[src/dpdd_pkg.sv]
// Package for the dense pool with deferred delete.
// Holds operation and status codes and the capacity constants shared by the pool files; depends on nothing.
package dpdd_pkg;

    localparam logic [1:0] OP_ADD   = 2'd0;
    localparam logic [1:0] OP_DEL   = 2'd1;
    localparam logic [1:0] OP_FLUSH = 2'd2;
    localparam logic [1:0] OP_READ  = 2'd3;

    localparam logic [1:0] ST_OK        = 2'd0;
    localparam logic [1:0] ST_FULL      = 2'd1;
    localparam logic [1:0] ST_RANGE     = 2'd2;
    localparam logic [1:0] ST_QUEUEFULL = 2'd3;

    localparam int unsigned CAP_W    = 7;
    localparam logic [6:0]  CAP_INIT = 7'd64;

endpackage

[src/dpdd_ram.sv]
// Single-port-write, single-port-read synchronous memory with a registered read.
// Used by the pool top level for entries and delete marks; no dependencies.
module dpdd_ram #(
    parameter int unsigned WIDTH = 32,
    parameter int unsigned DEPTH = 64
) (
    input  logic                     clk,
    input  logic                     we,
    input  logic [$clog2(DEPTH)-1:0] waddr,
    input  logic [WIDTH-1:0]         wdata,
    input  logic [$clog2(DEPTH)-1:0] raddr,
    output logic [WIDTH-1:0]         rdata
);

    logic [WIDTH-1:0] mem [DEPTH];

    always_ff @(posedge clk)
    begin
        if (we)
        begin
            mem[waddr] <= wdata;
        end
        rdata <= mem[raddr];
    end

endmodule

[src/dense_pool_deferred_delete_unit.sv]
// Dense pool with deferred swap-remove deletion: top level.
// One item is taken at a time. A flush with nothing queued ends without a walk; else it
// walks the mark memory from the top slot down, reading each mark and then clearing it;
// a marked live slot drops the live count, and one below the last first gets the last
// entry, moved through the entry memory port. Reset: counters clear at once; a clearing
// pass then zeroes the marks, during which no item is taken.
// Depends on dpdd_pkg and dpdd_ram.
module dense_pool_deferred_delete_unit #(
    parameter int unsigned DEPTH      = 64,
    parameter int unsigned ITEM_WIDTH = 32
) (
    input  logic        clk,
    input  logic        rst_n,
    input  logic        cfg_wr_en,
    input  logic [6:0]  cfg_wr_data,
    input  logic        in_valid,
    output logic        in_ready,
    input  logic [1:0]  operation,
    input  logic [31:0] entry_data,
    input  logic [5:0]  index,
    output logic        out_valid,
    input  logic        out_ready,
    output logic [31:0] read_data,
    output logic [6:0]  live_count,
    output logic [6:0]  pending_deletes,
    output logic [1:0]  status
);

    localparam int unsigned AW = $clog2(DEPTH);
    localparam int unsigned CW = $clog2(DEPTH + 1);
    localparam int unsigned XW = (CW > 7) ? CW : 7;

    localparam logic [2:0] S_CLR   = 3'd0;
    localparam logic [2:0] S_IDLE  = 3'd1;
    localparam logic [2:0] S_READ  = 3'd2;
    localparam logic [2:0] S_WMARK = 3'd3;
    localparam logic [2:0] S_WCHK  = 3'd4;
    localparam logic [2:0] S_WMOVE = 3'd5;

    logic [2:0]  state_reg, state_next;
    logic [AW-1:0] slot_reg, slot_next;
    logic [AW-1:0] clr_reg, clr_next;
    logic [XW-1:0] live_reg, live_next;
    logic [XW-1:0] queued_reg, queued_next;
    logic [6:0]  cap_reg;
    logic        out_valid_reg, out_valid_next;
    logic [31:0] out_data_reg, out_data_next;
    logic [1:0]  out_status_reg, out_status_next;

    logic [XW-1:0] cap_x, cap_u, idx_x, slot_x, live_m1;
    logic [12:0]   idx_w;
    logic [63:0]   in_wide, rd_wide;
    logic          accept, out_free;

    logic                  e_we, m_we, m_wdata;
    logic [AW-1:0]         e_waddr, e_raddr, m_waddr, m_raddr;
    logic [ITEM_WIDTH-1:0] e_wdata, e_rdata;
    logic                  m_rdata;

    dpdd_ram #(.WIDTH(ITEM_WIDTH), .DEPTH(DEPTH)) u_entry_ram (
        .clk(clk), .we(e_we), .waddr(e_waddr), .wdata(e_wdata),
        .raddr(e_raddr), .rdata(e_rdata)
    );

    dpdd_ram #(.WIDTH(1), .DEPTH(DEPTH)) u_mark_ram (
        .clk(clk), .we(m_we), .waddr(m_waddr), .wdata(m_wdata),
        .raddr(m_raddr), .rdata(m_rdata)
    );

    assign cap_x    = XW'(cap_reg);
    assign cap_u    = (cap_x > XW'(DEPTH)) ? XW'(DEPTH) : cap_x;
    assign idx_w    = 13'(index);
    assign idx_x    = XW'(index);
    assign slot_x   = XW'(slot_reg);
    assign live_m1  = live_reg - XW'(1);
    assign in_wide  = 64'(entry_data);
    assign rd_wide  = 64'(e_rdata);
    assign out_free = !out_valid_reg || out_ready;
    assign in_ready = (state_reg == S_IDLE) && out_free;
    assign accept   = in_valid && in_ready;

    always_comb
    begin
        state_next      = state_reg;
        slot_next       = slot_reg;
        clr_next        = clr_reg;
        live_next       = live_reg;
        queued_next     = queued_reg;
        out_valid_next  = out_valid_reg && !out_ready;
        out_data_next   = out_data_reg;
        out_status_next = out_status_reg;
        e_we    = 1'b0;
        e_waddr = live_reg[AW-1:0];
        e_wdata = in_wide[ITEM_WIDTH-1:0];
        e_raddr = idx_w[AW-1:0];
        m_we    = 1'b0;
        m_waddr = idx_w[AW-1:0];
        m_wdata = 1'b1;
        m_raddr = slot_reg;
        case (state_reg)
            S_CLR:
            begin
                m_we    = 1'b1;
                m_waddr = clr_reg;
                m_wdata = 1'b0;
                clr_next = clr_reg + AW'(1);
                if (clr_reg == AW'(DEPTH - 1))
                begin
                    state_next = S_IDLE;
                end
            end
            S_IDLE:
            begin
                if (accept)
                begin
                    out_data_next   = '0;
                    out_status_next = dpdd_pkg::ST_OK;
                    case (operation)
                        dpdd_pkg::OP_ADD:
                        begin
                            out_valid_next = 1'b1;
                            if (live_reg < cap_u)
                            begin
                                e_we      = 1'b1;
                                live_next = live_reg + XW'(1);
                            end
                            else
                            begin
                                out_status_next = dpdd_pkg::ST_FULL;
                            end
                        end
                        dpdd_pkg::OP_DEL:
                        begin
                            out_valid_next = 1'b1;
                            if (idx_x >= cap_u)
                            begin
                                out_status_next = dpdd_pkg::ST_RANGE;
                            end
                            else if (queued_reg >= cap_u)
                            begin
                                out_status_next = dpdd_pkg::ST_QUEUEFULL;
                            end
                            else
                            begin
                                m_we        = 1'b1;
                                queued_next = queued_reg + XW'(1);
                            end
                        end
                        dpdd_pkg::OP_FLUSH:
                        begin
                            if (queued_reg == '0)
                            begin
                                out_valid_next = 1'b1;
                            end
                            else
                            begin
                                slot_next  = AW'(DEPTH - 1);
                                state_next = S_WMARK;
                            end
                        end
                        default:
                        begin
                            if (idx_x < live_reg)
                            begin
                                state_next = S_READ;
                            end
                            else
                            begin
                                out_valid_next  = 1'b1;
                                out_status_next = dpdd_pkg::ST_RANGE;
                            end
                        end
                    endcase
                end
            end
            S_READ:
            begin
                out_valid_next = 1'b1;
                out_data_next  = rd_wide[31:0];
                state_next     = S_IDLE;
            end
            S_WMARK:
            begin
                state_next = S_WCHK;
            end
            S_WCHK:
            begin
                m_we    = 1'b1;
                m_waddr = slot_reg;
                m_wdata = 1'b0;
                e_raddr = live_m1[AW-1:0];
                if (m_rdata && (slot_x < live_reg) && (slot_x != live_m1))
                begin
                    state_next = S_WMOVE;
                end
                else
                begin
                    if (m_rdata && (slot_x < live_reg))
                    begin
                        live_next = live_m1;
                    end
                    if (slot_reg == '0)
                    begin
                        queued_next    = '0;
                        out_valid_next = 1'b1;
                        state_next     = S_IDLE;
                    end
                    else
                    begin
                        slot_next  = slot_reg - AW'(1);
                        state_next = S_WMARK;
                    end
                end
            end
            S_WMOVE:
            begin
                e_we      = 1'b1;
                e_waddr   = slot_reg;
                e_wdata   = e_rdata;
                live_next = live_m1;
                if (slot_reg == '0)
                begin
                    queued_next    = '0;
                    out_valid_next = 1'b1;
                    state_next     = S_IDLE;
                end
                else
                begin
                    slot_next  = slot_reg - AW'(1);
                    state_next = S_WMARK;
                end
            end
            default:
            begin
                state_next = S_IDLE;
            end
        endcase
    end

    always_ff @(posedge clk or negedge rst_n)
    begin
        if (!rst_n)
        begin
            state_reg     <= S_CLR;
            slot_reg      <= '0;
            clr_reg       <= '0;
            live_reg      <= '0;
            queued_reg    <= '0;
            cap_reg       <= dpdd_pkg::CAP_INIT;
            out_valid_reg <= 1'b0;
        end
        else
        begin
            state_reg     <= state_next;
            slot_reg      <= slot_next;
            clr_reg       <= clr_next;
            live_reg      <= live_next;
            queued_reg    <= queued_next;
            out_valid_reg <= out_valid_next;
            if (cfg_wr_en)
            begin
                cap_reg <= cfg_wr_data;
            end
        end
    end

    always_ff @(posedge clk)
    begin
        out_data_reg   <= out_data_next;
        out_status_reg <= out_status_next;
    end

    assign out_valid       = out_valid_reg;
    assign read_data       = out_data_reg;
    assign status          = out_status_reg;
    assign live_count      = live_reg[6:0];
    assign pending_deletes = queued_reg[6:0];

`ifndef NO_ASSERTIONS
    a_live_bound: assert property (@(posedge clk) disable iff (!rst_n)
        live_reg <= XW'(DEPTH))
        else $error("live count above depth");

    a_add_grows: assert property (@(posedge clk) disable iff (!rst_n)
        (accept && operation == dpdd_pkg::OP_ADD && live_reg < cap_u)
        |=> live_reg == $past(live_reg) + XW'(1))
        else $error("add did not grow pool");

    a_move_valid: assert property (@(posedge clk) disable iff (!rst_n)
        (state_reg == S_WMOVE) |-> (live_reg != '0) && (slot_x < live_m1))
        else $error("move into slot outside live range");

    a_flush_clears: assert property (@(posedge clk) disable iff (!rst_n)
        (state_reg != S_IDLE && state_next == S_IDLE && state_reg != S_CLR
         && state_reg != S_READ) |=> queued_reg == '0)
        else $error("queue not cleared after flush");
`endif

endmodule

[config.mk]
export PLATFORM = sky130hd
export DESIGN_NAME = dense_pool_deferred_delete_unit
export DESIGN_NICKNAME = d
export VERILOG_FILES = /design/src/dpdd_pkg.sv /design/src/dpdd_ram.sv /design/src/dense_pool_deferred_delete_unit.sv
export SDC_FILE = /design/constraint.sdc
export NUM_CORES = 2
export LEC_CHECK = 0
export BUFFER_PORTS_ARGS = -buffer_cell sky130_fd_sc_hd__buf_2
export CAP_MARGIN = 20
export CORE_ASPECT_RATIO = 0.5
export CORE_MARGIN = 5
export CORE_UTILIZATION = 38
export CTS_CLUSTER_SIZE = 8
export DETAILED_ROUTE_END_ITERATION = 16
export PLACE_DENSITY = 0.51
export SLEW_MARGIN = 30
export SYNTH_ARGS = -nofsm -noshare
export SYNTH_HDL_FRONTEND = slang
export SYNTH_SLANG_ARGS = --single-unit
[constraint.sdc]
create_clock -name clk -period 11.4 [get_ports clk]
set_input_delay 1.14 -clock clk [delete_from_list [all_inputs] [get_ports clk]]
set_output_delay 1.14 -clock clk [all_outputs]
set_load 0.1 [all_outputs]
==> impl_metrics.toml <==
[synthesis]
ys_ff_latch = 2216
ys_seq_area_share_pct = 75.3
yosys.area.top_type = "edfxtp_1"
async_flop_share_pct = 1.67
yosysTopAreaCellShare_pct = 73.5
synthFlopType = "edfxtp_1"
syn_inst = 5134
synth_edf_count = 2146
ys_warn_count = 0
syn-cell-area_sq_um = 87700
netlist-cell-type-count = 62
synth_nets = 5222
synth_area_leaders = "edfxtp_1, mux2i_1, a22oi_1"
syn_area_per_cell_sq_um = 17.1

[global_route]
overflow = 0
grt_pass1_wl_mm = 363
grt_max_degree = 124
first_global_vias = 48229
grt_usage_pct = 21.0
antenna_found_initial = 11

[setup_path]
crit_fanout = 117
cp-start-kind = "flip-flop"
crit_chain = "or3b_1, mux2i_4, buf_12, buf_4, mux2i_1, a22oi_1, a21oi_1, or4_1, nor2_1"
cpPeakStageDelay_ns = 0.89
required_ns = 12.11
cp-end-kind = "flip-flop"
arrival_ns = 6.34
critPathKind = "reg -> reg"
slowest_stage = "dfrtp_1"

[floorplan]
die_y_um = 350
start_util_pct = 38.3
num_io_pins = 102
num_rows = 124
core_sq_um = 229000
die_area_sq_um = 241000
fp.dieW_um = 689

[clock_network]
cts.clk_slew.worst_paths_ns = 0.06
clock-sinks = 2216
h-tree-depth = 5
clock-root-buffer = "clkbuf_16"
clock_path_buffers = 4
numCtsBuffers = 318
cts_tree = "built"
ctsHoldBuffers = 0
post_cts_resized = 0
clock_latency_ns = 0.82
cts_setup_buffers = 0

[pwr]
switching_share_pct = 29.3
total_power_mw = 22.6
powerDensity_nw_per_um2 = 223
sequentialPowerShare_pct = 43.9
p_int_mw = 16.0
power_frac_comb_pct = 18.5
switching_power_mw = 6.63
leakage_nw = 35.0
p_clk_share_pct = 37.6
max-vdd-ir-drop_v = 0.000202

[detailed_routing]
via_per_inst = 5.70
drt_iter0_markers = 5196
first_pass_iters = 5
via_count = 49198
detail-route-antenna-nets = 0
wl_per_cell_um = 30.0
drc = 0
wirelength_mm = 259

[cells_and_area]
top_register = "u_entry_ram.mem"
utilization_pct = 44.3
largest_reg_flops = 2048
final_nets = 5476
drive_gt1_share_pct = 13.1
reg_top3 = "u_entry_ram.mem x2048, u_mark_ram.mem x64"
syn_to_final_growth_pct = 15.8

[sta]
hold-worst-slack_ns = 0.298
rsz0062_at_grt = "false"
max_freq_mhz = 178
slew_headroom_pct = 28.4
slew_violations = 0
post-route-period-util_pct = 49.4
worst_slew_pin_slew_ns = 1.07
setup_viol = 0
tns_ns = 0
period_minus_slack_ns = 5.63
fin_skew_ns = 0.0557
hold_viol_final = 0

[status]
status = "complete, no violations"

[job]
cap_violations = 0

[place]
portBuffers = 101
hpwl_mm = 131
place.gp.congestion = 0.810

[min_path]
hp-class = "in -> async"
[metal layers]
layer | vias to the layer above | part of all wire, % | global-route usage, %
met3 | 397 | 6.5 | 3.09
met4 | 0 | 2.7 | 5.73
met5 | - | 0 | 0
met2 | 1786 | 45 | 32.7
li1 | 20979 | - | -
met1 | 26036 | 45 | 30.9
[placed cells by master, fill, tap and decap left out, types with 7 or more instances in the layout]
master	n
or2_2	7
nor3_1	16
dfxtp_1	33
nand2_2	9
ha_1	36
clkbuf_16	330
buf_4	120
xnor2_1	18
nand3_1	9
diode_2	8
and2_1	33
inv_6	8
edfxtp_1	2146
inv_1	21
buf_12	12
nand2_4	24
nor2_4	33
or4_1	66
clkbuf_1	131
nor2_1	148
nand2_1	134
o31ai_1	9
mux4_2	8
buf_2	100
nand2b_1	9
a31oi_1	8
a22oi_1	512
o21ai_0	19
nor3_4	9
mux2i_1	1044
mux2_2	11
dfrtp_1	36
a21o_1	17
nor2b_1	8
nor3_2	24
a21oi_1	295
[area by class of cell]
type	count	area (sq um)
fill	19949	127000
sequential	2216	66000
multi-input combinational	2592	21000
clock buffer	461	8750
tap	3087	3860
timing repair buffer	236	1690
inverter	24	90.1
clock inverter	9	86.3
antenna	8	20.0
[worst max-delay path: cells and delay by family (launching register included)]
kind	cells	cell delay, ns
buffers and inverters	2	1.46
multiplexers	2	0.90
AND/OR/NAND/NOR	3	1.58
AO/OA/AOI/OAI	2	0.38
flip-flops	1	0.89
[synth_stat cells (48+ instances only)]
master	instances
nor3_1	48
nand2_1	167
mux2i_1	1045
a22oi_1	513
buf_2	60
buf_4	53
or4_1	66
nor2_1	182
edfxtp_1	2146
clkbuf_1	163
a21oi_1	296
[through the flow]
step	setup slack, ns	cell area [sq um]	std cells
4_1_cts	5.85	101000	8624
5_1_grt	5.63	101000	8625
3_5_place_dp	5.86	92600	8154
2_1_floorplan	5.86	87700	5134
6_report	5.77	102000	8633
3_3_place_gp	5.93	92400	8152
[power by group through the flow]
stage / logic [mW] / clock network, mW / registers, mW
floorplan: 2.30 / 0 / 10.4
global placement: 4.05 / 0 / 10.1
global route: 4.44 / 9.03 / 9.93
finish: 4.19 / 8.49 / 9.93
CTS: 4.17 / 8.66 / 9.93
detailed placement: 4.16 / 0 / 10.1
[kinds of logic after synthesis]
group / Yosys count / share of synthesized area, %
XOR/XNOR: 22 / 0.220
buffers and inverters: 326 / 1.72
flip-flops: 2216 / 75.3
AO/OA/AOI/OAI: 908 / 6.91
AND/OR/NAND/NOR: 562 / 3.05
multiplexers: 1064 / 12.3
adder cells (fa/ha/maj): 36 / 0.514
[final timing paths]
| check | start | end | slack, ns | cells after the start |
|---|---|---|---|---|
| worst min-delay path | rst_n | live_count[1] | 0.30 | 1 |
| worst max register to register | state_reg[2] | u_entry_ram.rdata[19] | 5.77 | 9 |
| min in group clk | clr_reg[5] | clr_reg[5] | 0.51 | 1 |
| max in group asynchronous | rst_n | cap_reg[6] | 10.71 | 1 |
| worst min register to register | clr_reg[5] | clr_reg[5] | 0.51 | 1 |
| worst max-delay path | state_reg[2] | u_entry_ram.rdata[19] | 5.77 | 9 |
(Power assumes the default switching activity.)
